<file path="config.mk">
export PLATFORM = sky130hd
export DESIGN_NAME = gbd_queue
export DESIGN_NICKNAME = d
export VERILOG_FILES = /design/src/design/gbd_pkg.sv /design/src/design/gbd_queue.sv
export SDC_FILE = /design/constraint.sdc
export NUM_CORES = 1
export LEC_CHECK = 0
export ABC_AREA = 1
export BUFFER_PORTS_ARGS = -buffer_cell sky130_fd_sc_hd__buf_4
export CORE_MARGIN = 1.5
export CORE_UTILIZATION = 57
export DETAILED_ROUTE_END_ITERATION = 7
export PLACE_DENSITY = 0.9
export SLEW_MARGIN = 10
export SYNTH_ARGS = -nofsm -noshare
export SYNTH_HDL_FRONTEND = slang
export SYNTH_SLANG_ARGS = --single-unit
export TNS_END_PERCENT = 50
</file>
<file path="constraint.sdc">
create_clock -name clk -period 3.65 [get_ports clk]
set_clock_uncertainty 0.15 [all_clocks]
set_input_delay 1.095 -clock clk [delete_from_list [all_inputs] [get_ports clk]]
set_output_delay 1.095 -clock clk [all_outputs]
set_load 0.03 [all_outputs]
</file>
<file path="src/design/gbd_pkg.sv">
// shared constants, types and gamma tables of the gamma-correct box downscaler
package gbd_pkg;

  localparam int IN_WIDTH    = 256;
  localparam int IN_HEIGHT   = 256;
  localparam int LINEAR_BITS = 16;

  localparam int HALF_W = IN_WIDTH / 2;
  localparam int HALF_H = IN_HEIGHT / 2;
  localparam int COL_W  = $clog2(IN_WIDTH);
  localparam int ROW_W  = $clog2(IN_HEIGHT);
  localparam int IDX_W  = (HALF_W > 1) ? $clog2(HALF_W) : 1;
  localparam int PAIR_W = LINEAR_BITS + 1;
  localparam int BLK_W  = LINEAR_BITS + 2;
  localparam int QDEPTH = 4;
  localparam int QCNT_W = $clog2(QDEPTH + 1);
  localparam int QPTR_W = $clog2(QDEPTH);

  typedef logic [LINEAR_BITS-1:0] lin_t;
  typedef lin_t [255:0] lin_tab_t;

  // one finished 2x2 block handed from front to back
  typedef struct packed {
    logic [2:0][BLK_W-1:0] col;
    logic [9:0]            cov;
    logic                  last;
    logic                  mode;
  } blk_t;

  // round to nearest of full scale times x to the power 2.2, halves up
  function automatic lin_t gam(input real x);
    real v;
    v = ((2.0 ** LINEAR_BITS) - 1.0) * (x ** 2.2);
    gam = LINEAR_BITS'(longint'($floor(v + 0.5)));
  endfunction

  function automatic lin_tab_t build_lin();
    lin_tab_t t;
    for (int c = 0; c < 256; c++) begin
      t[c] = gam(real'(c) / 255.0);
    end
    return t;
  endfunction

  // midpoint thresholds between neighbouring output codes
  function automatic lin_tab_t build_thr();
    lin_tab_t t;
    t[0] = '0;
    for (int k = 1; k < 256; k++) begin
      t[k] = gam(real'(2 * k - 1) / 510.0);
    end
    return t;
  endfunction

  localparam lin_tab_t LIN_TAB = build_lin();
  localparam lin_tab_t THR_TAB = build_thr();

endpackage

</file>
<file path="src/design/gbd_queue.sv">
// short block queue between front and back
module gbd_queue import gbd_pkg::*; (
  input  logic clk,
  input  logic rst,
  input  logic push,
  input  blk_t wr,
  output logic full,
  input  logic pop,
  output logic nonempty,
  output blk_t rd
);

  blk_t              mem [QDEPTH];
  logic [QPTR_W-1:0] wp;
  logic [QPTR_W-1:0] rp;
  logic [QCNT_W-1:0] cnt;

  assign full     = (32'(cnt) == QDEPTH);
  assign nonempty = (cnt != '0);
  assign rd       = mem[rp];

  // storage
  always_ff @(posedge clk) begin
    if (push) begin
      mem[wp] <= wr;
    end
  end

  // pointers and fill level
  always_ff @(posedge clk) begin
    if (rst) begin
      wp  <= '0;
      rp  <= '0;
      cnt <= '0;
    end else begin
      if (push) begin
        wp <= (32'(wp) == QDEPTH - 1) ? '0 : wp + 1'b1;
      end
      if (pop) begin
        rp <= (32'(rp) == QDEPTH - 1) ? '0 : rp + 1'b1;
      end
      cnt <= cnt + QCNT_W'(push) - QCNT_W'(pop);
    end
  end

  a_no_overflow: assert property (@(posedge clk) disable iff (rst) !(push && full && !pop))
    else $error("push into full queue");
  a_no_underflow: assert property (@(posedge clk) disable iff (rst) pop |-> nonempty)
    else $error("pop from empty queue");
  a_level: assert property (@(posedge clk) disable iff (rst) 32'(cnt) <= QDEPTH)
    else $error("queue level out of range");

endmodule

</file>
==> qor.txt <==
Main synth FF type = edfxtp_1
Max VDD drop = 0.414 mV
antenna cells = 0
Leak = 0.00506 uW
final net count = 1,043
core area = 0.0186 mm^2
largest net degree at the start of global routing = 77
via count = 6,693
Synth Warn # = 0
H-tree levels = 1
CP max FO = 50
Seq/Total Area, Yosys = 0.749
hold depth = 2
crit-path cells = buf_4 > a21oi_1 > o21ai_1 > nand2_1 > buf_4
Port Buffers = 137
Slew Limit Fails = 0
final wirelength = 22,600 um
Most Frequent Cell on Critical Path = buf_4
Worst Setup End Kind = primary output
critical path depth = 5
Boundary Pins = 138
DRC viols = 0
number of global-route vias before repair = 6,754
clock latency on the worst-skew pair = 0.52 ns
largest area contributor in the netlist = edfxtp_1
Net Count, Synth = 907
synth top area cells = edfxtp_1, inv_1, nand2_1
full die area = 0.0198 mm^2
Initial Utilization = 0.581
WP data arrival = 2.12 ns
FMAX = 297 MHz
kind of critical path = register to primary output
vias per std cell = 5.50
delay-heaviest family, CP = flip-flops
Site Rows = 50
Synth top area share = 0.732
WHS = 0.367 ns
Mapped Cells = 829
GR Overflow Total = 0
critical path's slowest cell = dfxtp_4
cts hold-fix bufs = 0
status = completed
initial antenna violation count = 0
CTS Buf Count = 26
fin crit share = 0.923
Syn-to-layout area delta = 18.6%
hold crit path type = register to register
total negative slack = 0 ns
Worst setup SP type = register
min Tclk post-route = 3.37 ns
Rel. slew slack = 0.621
overall global routing resource usage = 0.228
Die Wd = 141 um
PD cells = 556 mW/mm^2
Cell Area, Synth = 0.0108 mm^2
Post-synth top cells = edfxtp_1, inv_1, nand2_1
RePlAce Congestion = 0.739
maxcap violations = 0
post-CTS resize count = 0
Post-DP HPWL = 13,800 um
layout cell share with drive strength beyond 1 = 0.196
Crit path required time = 2.40 ns
Cell variety after synth = 18
RSZ-0062 raised after global routing = no
most frequent cell after synthesis = edfxtp_1
CTS tree = yes
Post-CTS Setup Bufs = 0
Detailed Route Iter0 Violations = 545
first-pass GRT wire length = 34,900 um
Post-synth EDFFs = 264
Num Clock Sinks = 273
Synth Register Bits = 273
WL per Instance = 18.6 um
CTS Buffer Depth = 3
Root Buffer Master = clkbuf_16
Final Hold Viols = 0
DRT Pass-1 Iters = 5
Placed Cells = 1,171
Syn Area/Cell = 13.1 um^2
R2R depth = 5
CP peak stage delay = 0.72 ns
chip height = 141 um
Final setup viols = 0
Finished Layout Cells = 1,216
Worst-path clk slew = 0.06 ns
antenna viol nets, final = 0
Slew @ Worst Pin = 0.568 ns
crit path buf inv count = 2
fraction of registers with async set/reset = 0
routing by layer:
layer / vias up / GRT usage / routed length, um
li1: 3135 / - / -
met1: 3195 / 0.290 / 8690
met2: 292 / 0.380 / 11200
met3: 71 / 0.0479 / 1800
met4: 0 / 0.107 / 896
met5: - / 0 / 0
power by group:
part           leakage [uW]  internal, uW  total (uW)  switching, uW
sequential          0.00250          3600        3660           64.4
combinational       0.00218           346        1020            674
clock              0.000375          1390        2450           1050
state kept, by name, summed over array words and instances (netlist names), named ones only:
register,flops
mem,264
cnt,3
rp,2
wp,2
worst min-delay path, stage by stage, from the launching register on:
cell	delay (ns)
dfxtp_1	0.33
nand2_1	0.07
a21oi_1	0.07
area by class of cell:
class,instances,area [um^2]
tap,234,293
sequential,273,8120
clock inverter,4,18.8
clock buffer,41,748
fill,1166,5800
timing repair buffer,153,1240
multi-input combinational,364,1870
inverter,147,557
cells in the final DEF, fill, tap and decap left out, types with 7 or more instances in the layout:
cell / netlist / final
buf_12: 0 / 7
nand2_1: 141 / 141
clkinv_2: 0 / 7
clkbuf_16: 0 / 27
a21oi_1: 68 / 68
dfxtp_1: 9 / 7
nor2_1: 9 / 9
o211ai_1: 66 / 66
o21ai_0: 24 / 24
edfxtp_1: 264 / 264
o21ai_1: 43 / 43
clkbuf_1: 0 / 12
buf_4: 4 / 146
inv_1: 147 / 143
ha_1: 7 / 7
kinds of logic (layout without fill, tap and decap cells):
logic type / count (synthesis) / in the layout / share of synthesized area
AOI/OAI and AO/OA: 202 / 202 / 0.109
xor gates and xnor gates: 1 / 1 / 0.000809
adders and majority gates: 8 / 8 / 0.00994
buffers and inverters: 192 / 345 / 0.0779
DFF: 273 / 273 / 0.749
and+or+nand+nor: 153 / 153 / 0.0534
stage by stage:
stage	instance area, um^2	power [uW]	util	worst slack [ns]
final	12800	7130	0.689	0.283
after global routing	12800	7370	0.689	0.172
after CTS	12800	7160	0.689	0.282
after detailed placement	12100	4740	0.648	0.879
after global placement	12100	4690	0.648	0.933
after floorplan	10800	4330	-	0.486
final timing paths:
path	startpoint	endpoint	slack [ns]
worst max-delay path	register	rd[40]	0.28
worst min-delay path	rp[0]	register	0.37
worst max register to register	wp[0]	mem[0][37]	1.67
worst min register to register	rp[0]	register	0.37
Power figures use the tool's default switching activity.
