<file path="config.mk">
export PLATFORM = sky130hd
export DESIGN_NAME = gbd_back
export DESIGN_NICKNAME = d
export VERILOG_FILES = /design/src/design/gbd_pkg.sv /design/src/design/gbd_back.sv
export SDC_FILE = /design/constraint.sdc
export NUM_CORES = 2
export LEC_CHECK = 0
export BUFFER_PORTS_ARGS = -buffer_cell sky130_fd_sc_hd__buf_2
export CAP_MARGIN = 15
export CORE_ASPECT_RATIO = 0.5
export CORE_UTILIZATION = 40
export DETAILED_ROUTE_END_ITERATION = 8
export GPL_TIMING_DRIVEN = 0
export HOLD_SLACK_MARGIN = 0.08
export PLACE_DENSITY = 0.52
export SLEW_MARGIN = 20
export SYNTH_ARGS = -nofsm -noshare
export SYNTH_HDL_FRONTEND = slang
export SYNTH_SLANG_ARGS = --single-unit
</file>
<file path="constraint.sdc">
create_clock -name clk -period 50.2 [get_ports clk]
set_clock_uncertainty 0.05 [all_clocks]
set_input_delay 7.53 -clock clk [delete_from_list [all_inputs] [get_ports clk]]
set_output_delay 7.53 -clock clk [all_outputs]
set_load 0.01 [all_outputs]
</file>
<file path="src/design/gbd_pkg.sv">
// shared constants, types and gamma tables of the gamma-correct box downscaler
package gbd_pkg;

  localparam int IN_WIDTH    = 256;
  localparam int IN_HEIGHT   = 256;
  localparam int LINEAR_BITS = 16;

  localparam int HALF_W = IN_WIDTH / 2;
  localparam int HALF_H = IN_HEIGHT / 2;
  localparam int COL_W  = $clog2(IN_WIDTH);
  localparam int ROW_W  = $clog2(IN_HEIGHT);
  localparam int IDX_W  = (HALF_W > 1) ? $clog2(HALF_W) : 1;
  localparam int PAIR_W = LINEAR_BITS + 1;
  localparam int BLK_W  = LINEAR_BITS + 2;
  localparam int QDEPTH = 4;
  localparam int QCNT_W = $clog2(QDEPTH + 1);
  localparam int QPTR_W = $clog2(QDEPTH);

  typedef logic [LINEAR_BITS-1:0] lin_t;
  typedef lin_t [255:0] lin_tab_t;

  // one finished 2x2 block handed from front to back
  typedef struct packed {
    logic [2:0][BLK_W-1:0] col;
    logic [9:0]            cov;
    logic                  last;
    logic                  mode;
  } blk_t;

  // round to nearest of full scale times x to the power 2.2, halves up
  function automatic lin_t gam(input real x);
    real v;
    v = ((2.0 ** LINEAR_BITS) - 1.0) * (x ** 2.2);
    gam = LINEAR_BITS'(longint'($floor(v + 0.5)));
  endfunction

  function automatic lin_tab_t build_lin();
    lin_tab_t t;
    for (int c = 0; c < 256; c++) begin
      t[c] = gam(real'(c) / 255.0);
    end
    return t;
  endfunction

  // midpoint thresholds between neighbouring output codes
  function automatic lin_tab_t build_thr();
    lin_tab_t t;
    t[0] = '0;
    for (int k = 1; k < 256; k++) begin
      t[k] = gam(real'(2 * k - 1) / 510.0);
    end
    return t;
  endfunction

  localparam lin_tab_t LIN_TAB = build_lin();
  localparam lin_tab_t THR_TAB = build_thr();

endpackage

</file>
<file path="src/design/gbd_back.sv">
// back end: pipelined threshold search, plain average and output register
module gbd_back import gbd_pkg::*; (
  input  logic        clk,
  input  logic        rst,
  input  logic        q_nonempty,
  input  blk_t        q_rd,
  output logic        q_pop,
  output logic        out_valid,
  input  logic        out_ready,
  output logic [31:0] out_data,
  output logic        out_last
);

  localparam int NST = 8;

  logic [NST-1:0]       sv;
  blk_t                 sb [NST];
  logic [2:0][7:0]      sr [NST];
  logic                 ov;
  logic [2:0][7:0]      ocode;
  logic [7:0]           ocov;
  logic                 olast;
  logic                 adv;
  logic [2:0][7:0]      step [NST];
  logic [2:0][7:0]      plain;

  assign adv   = !ov || out_ready;
  assign q_pop = adv && q_nonempty;

  // one bit of the search per stage, msb first
  always_comb begin
    for (int s = 0; s < NST; s++) begin
      for (int i = 0; i < 3; i++) begin
        logic [7:0] cand;
        cand = sr[s][i] | (8'd1 << (NST - 1 - s));
        step[s][i] = ({THR_TAB[cand], 2'b00} <= sb[s].col[i]) ? cand : sr[s][i];
      end
    end
  end

  // plain rounded average with saturation
  always_comb begin
    for (int i = 0; i < 3; i++) begin
      logic [BLK_W-1:0] a;
      a = (sb[NST-1].col[i] + BLK_W'(2)) >> 2;
      plain[i] = (a > BLK_W'(255)) ? 8'hFF : a[7:0];
    end
  end

  // pipeline advance
  always_ff @(posedge clk) begin
    if (rst) begin
      sv <= '0;
      ov <= 1'b0;
    end else if (adv) begin
      sv <= {sv[NST-2:0], q_nonempty};
      ov <= sv[NST-1];
    end
  end

  always_ff @(posedge clk) begin
    if (adv) begin
      sb[0] <= q_rd;
      sr[0] <= '0;
      for (int s = 1; s < NST; s++) begin
        sb[s] <= sb[s-1];
        sr[s] <= step[s-1];
      end
      ocode <= sb[NST-1].mode ? step[NST-1] : plain;
      ocov  <= 8'((sb[NST-1].cov + 10'd2) >> 2);
      olast <= sb[NST-1].last;
    end
  end

  assign out_valid = ov;
  assign out_data  = {ocov, ocode[2], ocode[1], ocode[0]};
  assign out_last  = olast;

  a_hold: assert property (@(posedge clk) disable iff (rst) ov && !out_ready |=> ov)
    else $error("result dropped while stalled");
  a_pop_flow: assert property (@(posedge clk) disable iff (rst) q_pop |=> sv[0])
    else $error("popped block not in pipeline");
  a_stall_keep: assert property (@(posedge clk) disable iff (rst)
      !adv |=> $stable(sv))
    else $error("pipeline moved while stalled");

endmodule

</file>
==> impl_metrics.yaml <==
floorplanning:
  die_y_microns: 238
  ios: 105
  coreArea_sq_mm: 0.110
  rows: 86
  die-area_sq_mm: 0.113
  die_x_microns: 475
  start_util_pct: 40.5
drt:
  vias: 38508
  drt-total-wl_microns: 155000
  drc_errors: 0
  dr.pass1.iters: 6
  via_per_inst: 6.10
  wl_per_cell_microns: 24.5
  drtIter0Drc: 5000
  ant_nets: 0
synth:
  ys.flop_type: "edfxtp_1"
  synthCells: 4582
  ys_seq_area_share_pct: 43.2
  syn_nets: 5136
  synthSimpleGateAreaFrac_pct: 13.2
  synthesis.area_sq_mm: 0.0447
  synth_top_family_by_area: "compound AO/OA/AOI/OAI gates"
  ys_warn_count: 0
  ys_seq_elements: 646
  muxShareOfSynthArea_pct: 3.54
  synth_cell_types: 82
  synth_compound_area_share_pct: 19.7
  synth-adder-area-share_pct: 13.5
  synth_edf_count: 637
  syn_avg_cell_area_sq_um: 9.76
  async_flop_share_pct: 0
  synth_xor_xnor_area_share_pct: 0.607
sta:
  worst_pin_slew_ns: 1.12
  relSlewSlack_pct: 25.6
  max_freq_ghz: 0.0593
  hold_viol_final: 0
  post-route-period-util_pct: 33.6
  drv_slew: 0
  setup-tns-final_ns: 0
  worst_hold_slack_ns: 0.367
  setup_viol: 0
  fin_crit_ns: 16.88
  grt_setup_unrepaired: "false"
setup_path:
  worst-path-buf-inv: 5
  startpoint: "out_ready"
  cp.depth: 7
  r2r_slack_ns: 44.22
  slowest_delay_ns: 0.69
  crit_family: "buffers and inverters"
  worst-path-max-fanout: 85
  path_class: "in -> out"
  crit_end: "q_pop"
  worstPathArrival_ns: 9.30
  r2r_start: "sr[1][90]"
  endpoint_kind: "output pin"
  r2r_end: "out_data[16]"
  reg2regPathDepth: 15
  critPathSlowestCell: "clkinv_4"
  cpMostUsedCell: "buf_2"
  worstPathCellList: "buf_2, nor2b_1, clkbuf_1, clkinv_4, nand2_1, inv_1, buf_2"
  critPathLaunchType: "primary input"
  critPathRequiredTime_ns: 42.62
clocking:
  cts_tree: "built"
  cts_buffers: 66
  postCtsSetupRepairBufs: 0
  cts_hold_buf: 0
  clkLatencyLatePin_ns: 0.67
  cts_buffer_depth: 3
  cts.sinks: 646
  clockRootBuffer: "clkbuf_16"
  post_cts_resized: 0
  clk_pin_slew_worst_paths_ns: 0.06
  cts-htree-levels: 3
finish:
  syn2layout_area_growth_pct: 10.9
  drive_gt1_share_pct: 7.00
  final_util_pct: 44.9
  fin_nets: 5313
  postLayoutCellArea_sq_mm: 0.0496
grt:
  grt_max_degree: 86
  grt_pass1_wl_microns: 230000
  grt-ovfl-total: 0
  grt_pass1_vias: 37025
  track_usage_pct: 26.7
  antenna_found_initial: 2
outcome:
  status: "completed"
placed_design:
  gp_congestion: 0.984
  dpl.hpwl_microns: 114000
  postPlaceCellArea_sq_mm: 0.0473
  io_buffers: 102
run:
  cap_viol_max_count: 0
power:
  power_mw: 2.09
  switchingPower_mw: 0.862
  power.density_mw_per_mm2: 42.1
  p_int_mw: 1.23
  leakage_nw: 20.5
  power_frac_seq_pct: 32.5
  p_sw_share_pct: 41.3
  ir_drop_mv: 0.0263
  power_frac_comb_pct: 42.8
  clkPwrFrac_pct: 24.8
min_path:
  hp-class: "reg -> reg"
  min-delay-start: "sb[1][143]"
-- per-stage QoR --
stage	worst slack, ns	cells
global placement	14.10	6180
global route	33.04	6309
CTS	33.26	6309
finish	33.32	6312
detailed placement	33.26	6187
floorplan	19.99	4582
-- synth_stat cells (all sizes together), types with 31 or more instances --
cell type,instances,area share (%)
nand3,97,1.1
nor3,103,1.2
edfxtp,637,43
a211oi,63,1.1
o21ai,329,3.7
nand4,71,0.99
inv,417,3.5
nand2b,90,1.3
a311oi,37,0.73
o211ai,47,0.79
buf,68,0.64
nor2,268,2.3
clkbuf,235,2.0
mux4,47,2.4
nand2,373,3.1
a221oi,31,0.61
nor2b,76,1.1
a21oi,379,4.2
ha,484,14
mux2i,40,0.90
a21o,80,1.3
a31oi,76,1.1
-- cell type report --
cell class	count	area (sq um)
fill	10614	60800
multi-input combinational	3205	22600
sequential	646	19300
tap	1496	1870
clock buffer	86	1750
inverter	427	1610
buffer	304	1180
timing repair buffer	109	703
clock inverter	36	523
antenna	3	7.51
-- worst reg2reg max path, delay by kind of cell (launching register included) --
kind	cells	cell delay (ns)
buffers and inverters	3	1.65
AND/OR/NAND/NOR	3	0.94
AO/OA/AOI/OAI	7	1.55
adder cells (fa/ha/maj)	2	0.87
flip-flops	1	0.56
-- registers in the layout (all words and copies together) (netlist names) --
register and count:
sr 84, out_data 24, sb 520, ocov 8
out_last 1, out_valid 1, sv 8
-- routing by layer --
layer,wire (microns),global-route usage (%)
met5,0,0
met4,6010,10.6
met3,14100,5.53
met2,68500,41.6
met1,66200,36.3
-- worst min-delay path by stage --
stage                      end  depth (start not counted)
global route        sb[1][208]                          0
CTS                   sb[1][3]                          0
global placement    sb[1][136]                          0
floorplan             out_last                          0
detailed placement  sb[0][203]                          0
finish              sb[1][209]                          0
-- logic make-up after synthesis --
logic type	count (synthesis)
AND/OR/NAND/NOR	1226
flip-flops	646
adder cells (fa/ha/maj)	484
multiplexers	98
XOR/XNOR	31
AO/OA/AOI/OAI	1366
buffers and inverters	731
-- power groups by stage --
stage | logic, mW | clock network, mW | registers, mW
finish | 0.893 | 0.517 | 0.678
global placement | 0.864 | 0 | 0.690
CTS | 0.855 | 0.533 | 0.678
detailed placement | 0.850 | 0 | 0.689
global route | 0.952 | 0.552 | 0.683
floorplan | 0.573 | 0 | 0.666
-- cells in the final DEF (no fill, tap or decap), types with 26 or more instances in the layout --
cell type    n
nand3_1     97
a221oi_1    31
nand2b_1    90
o31ai_1     30
clkbuf_1   252
a21oi_1    379
nor2b_1     76
edfxtp_1   637
nand2_1    373
a21o_1      80
o21ai_0    329
or2_2       27
a22oi_1     26
nand4_1     71
a31oi_1     76
mux4_2      47
o211ai_1    47
clkbuf_16   66
buf_1       45
nor2_1     268
nor3_1     102
inv_1      415
mux2i_1     40
buf_2      125
ha_1       484
a211oi_1    62
a311oi_1    37
(Power assumes the default switching activity.)
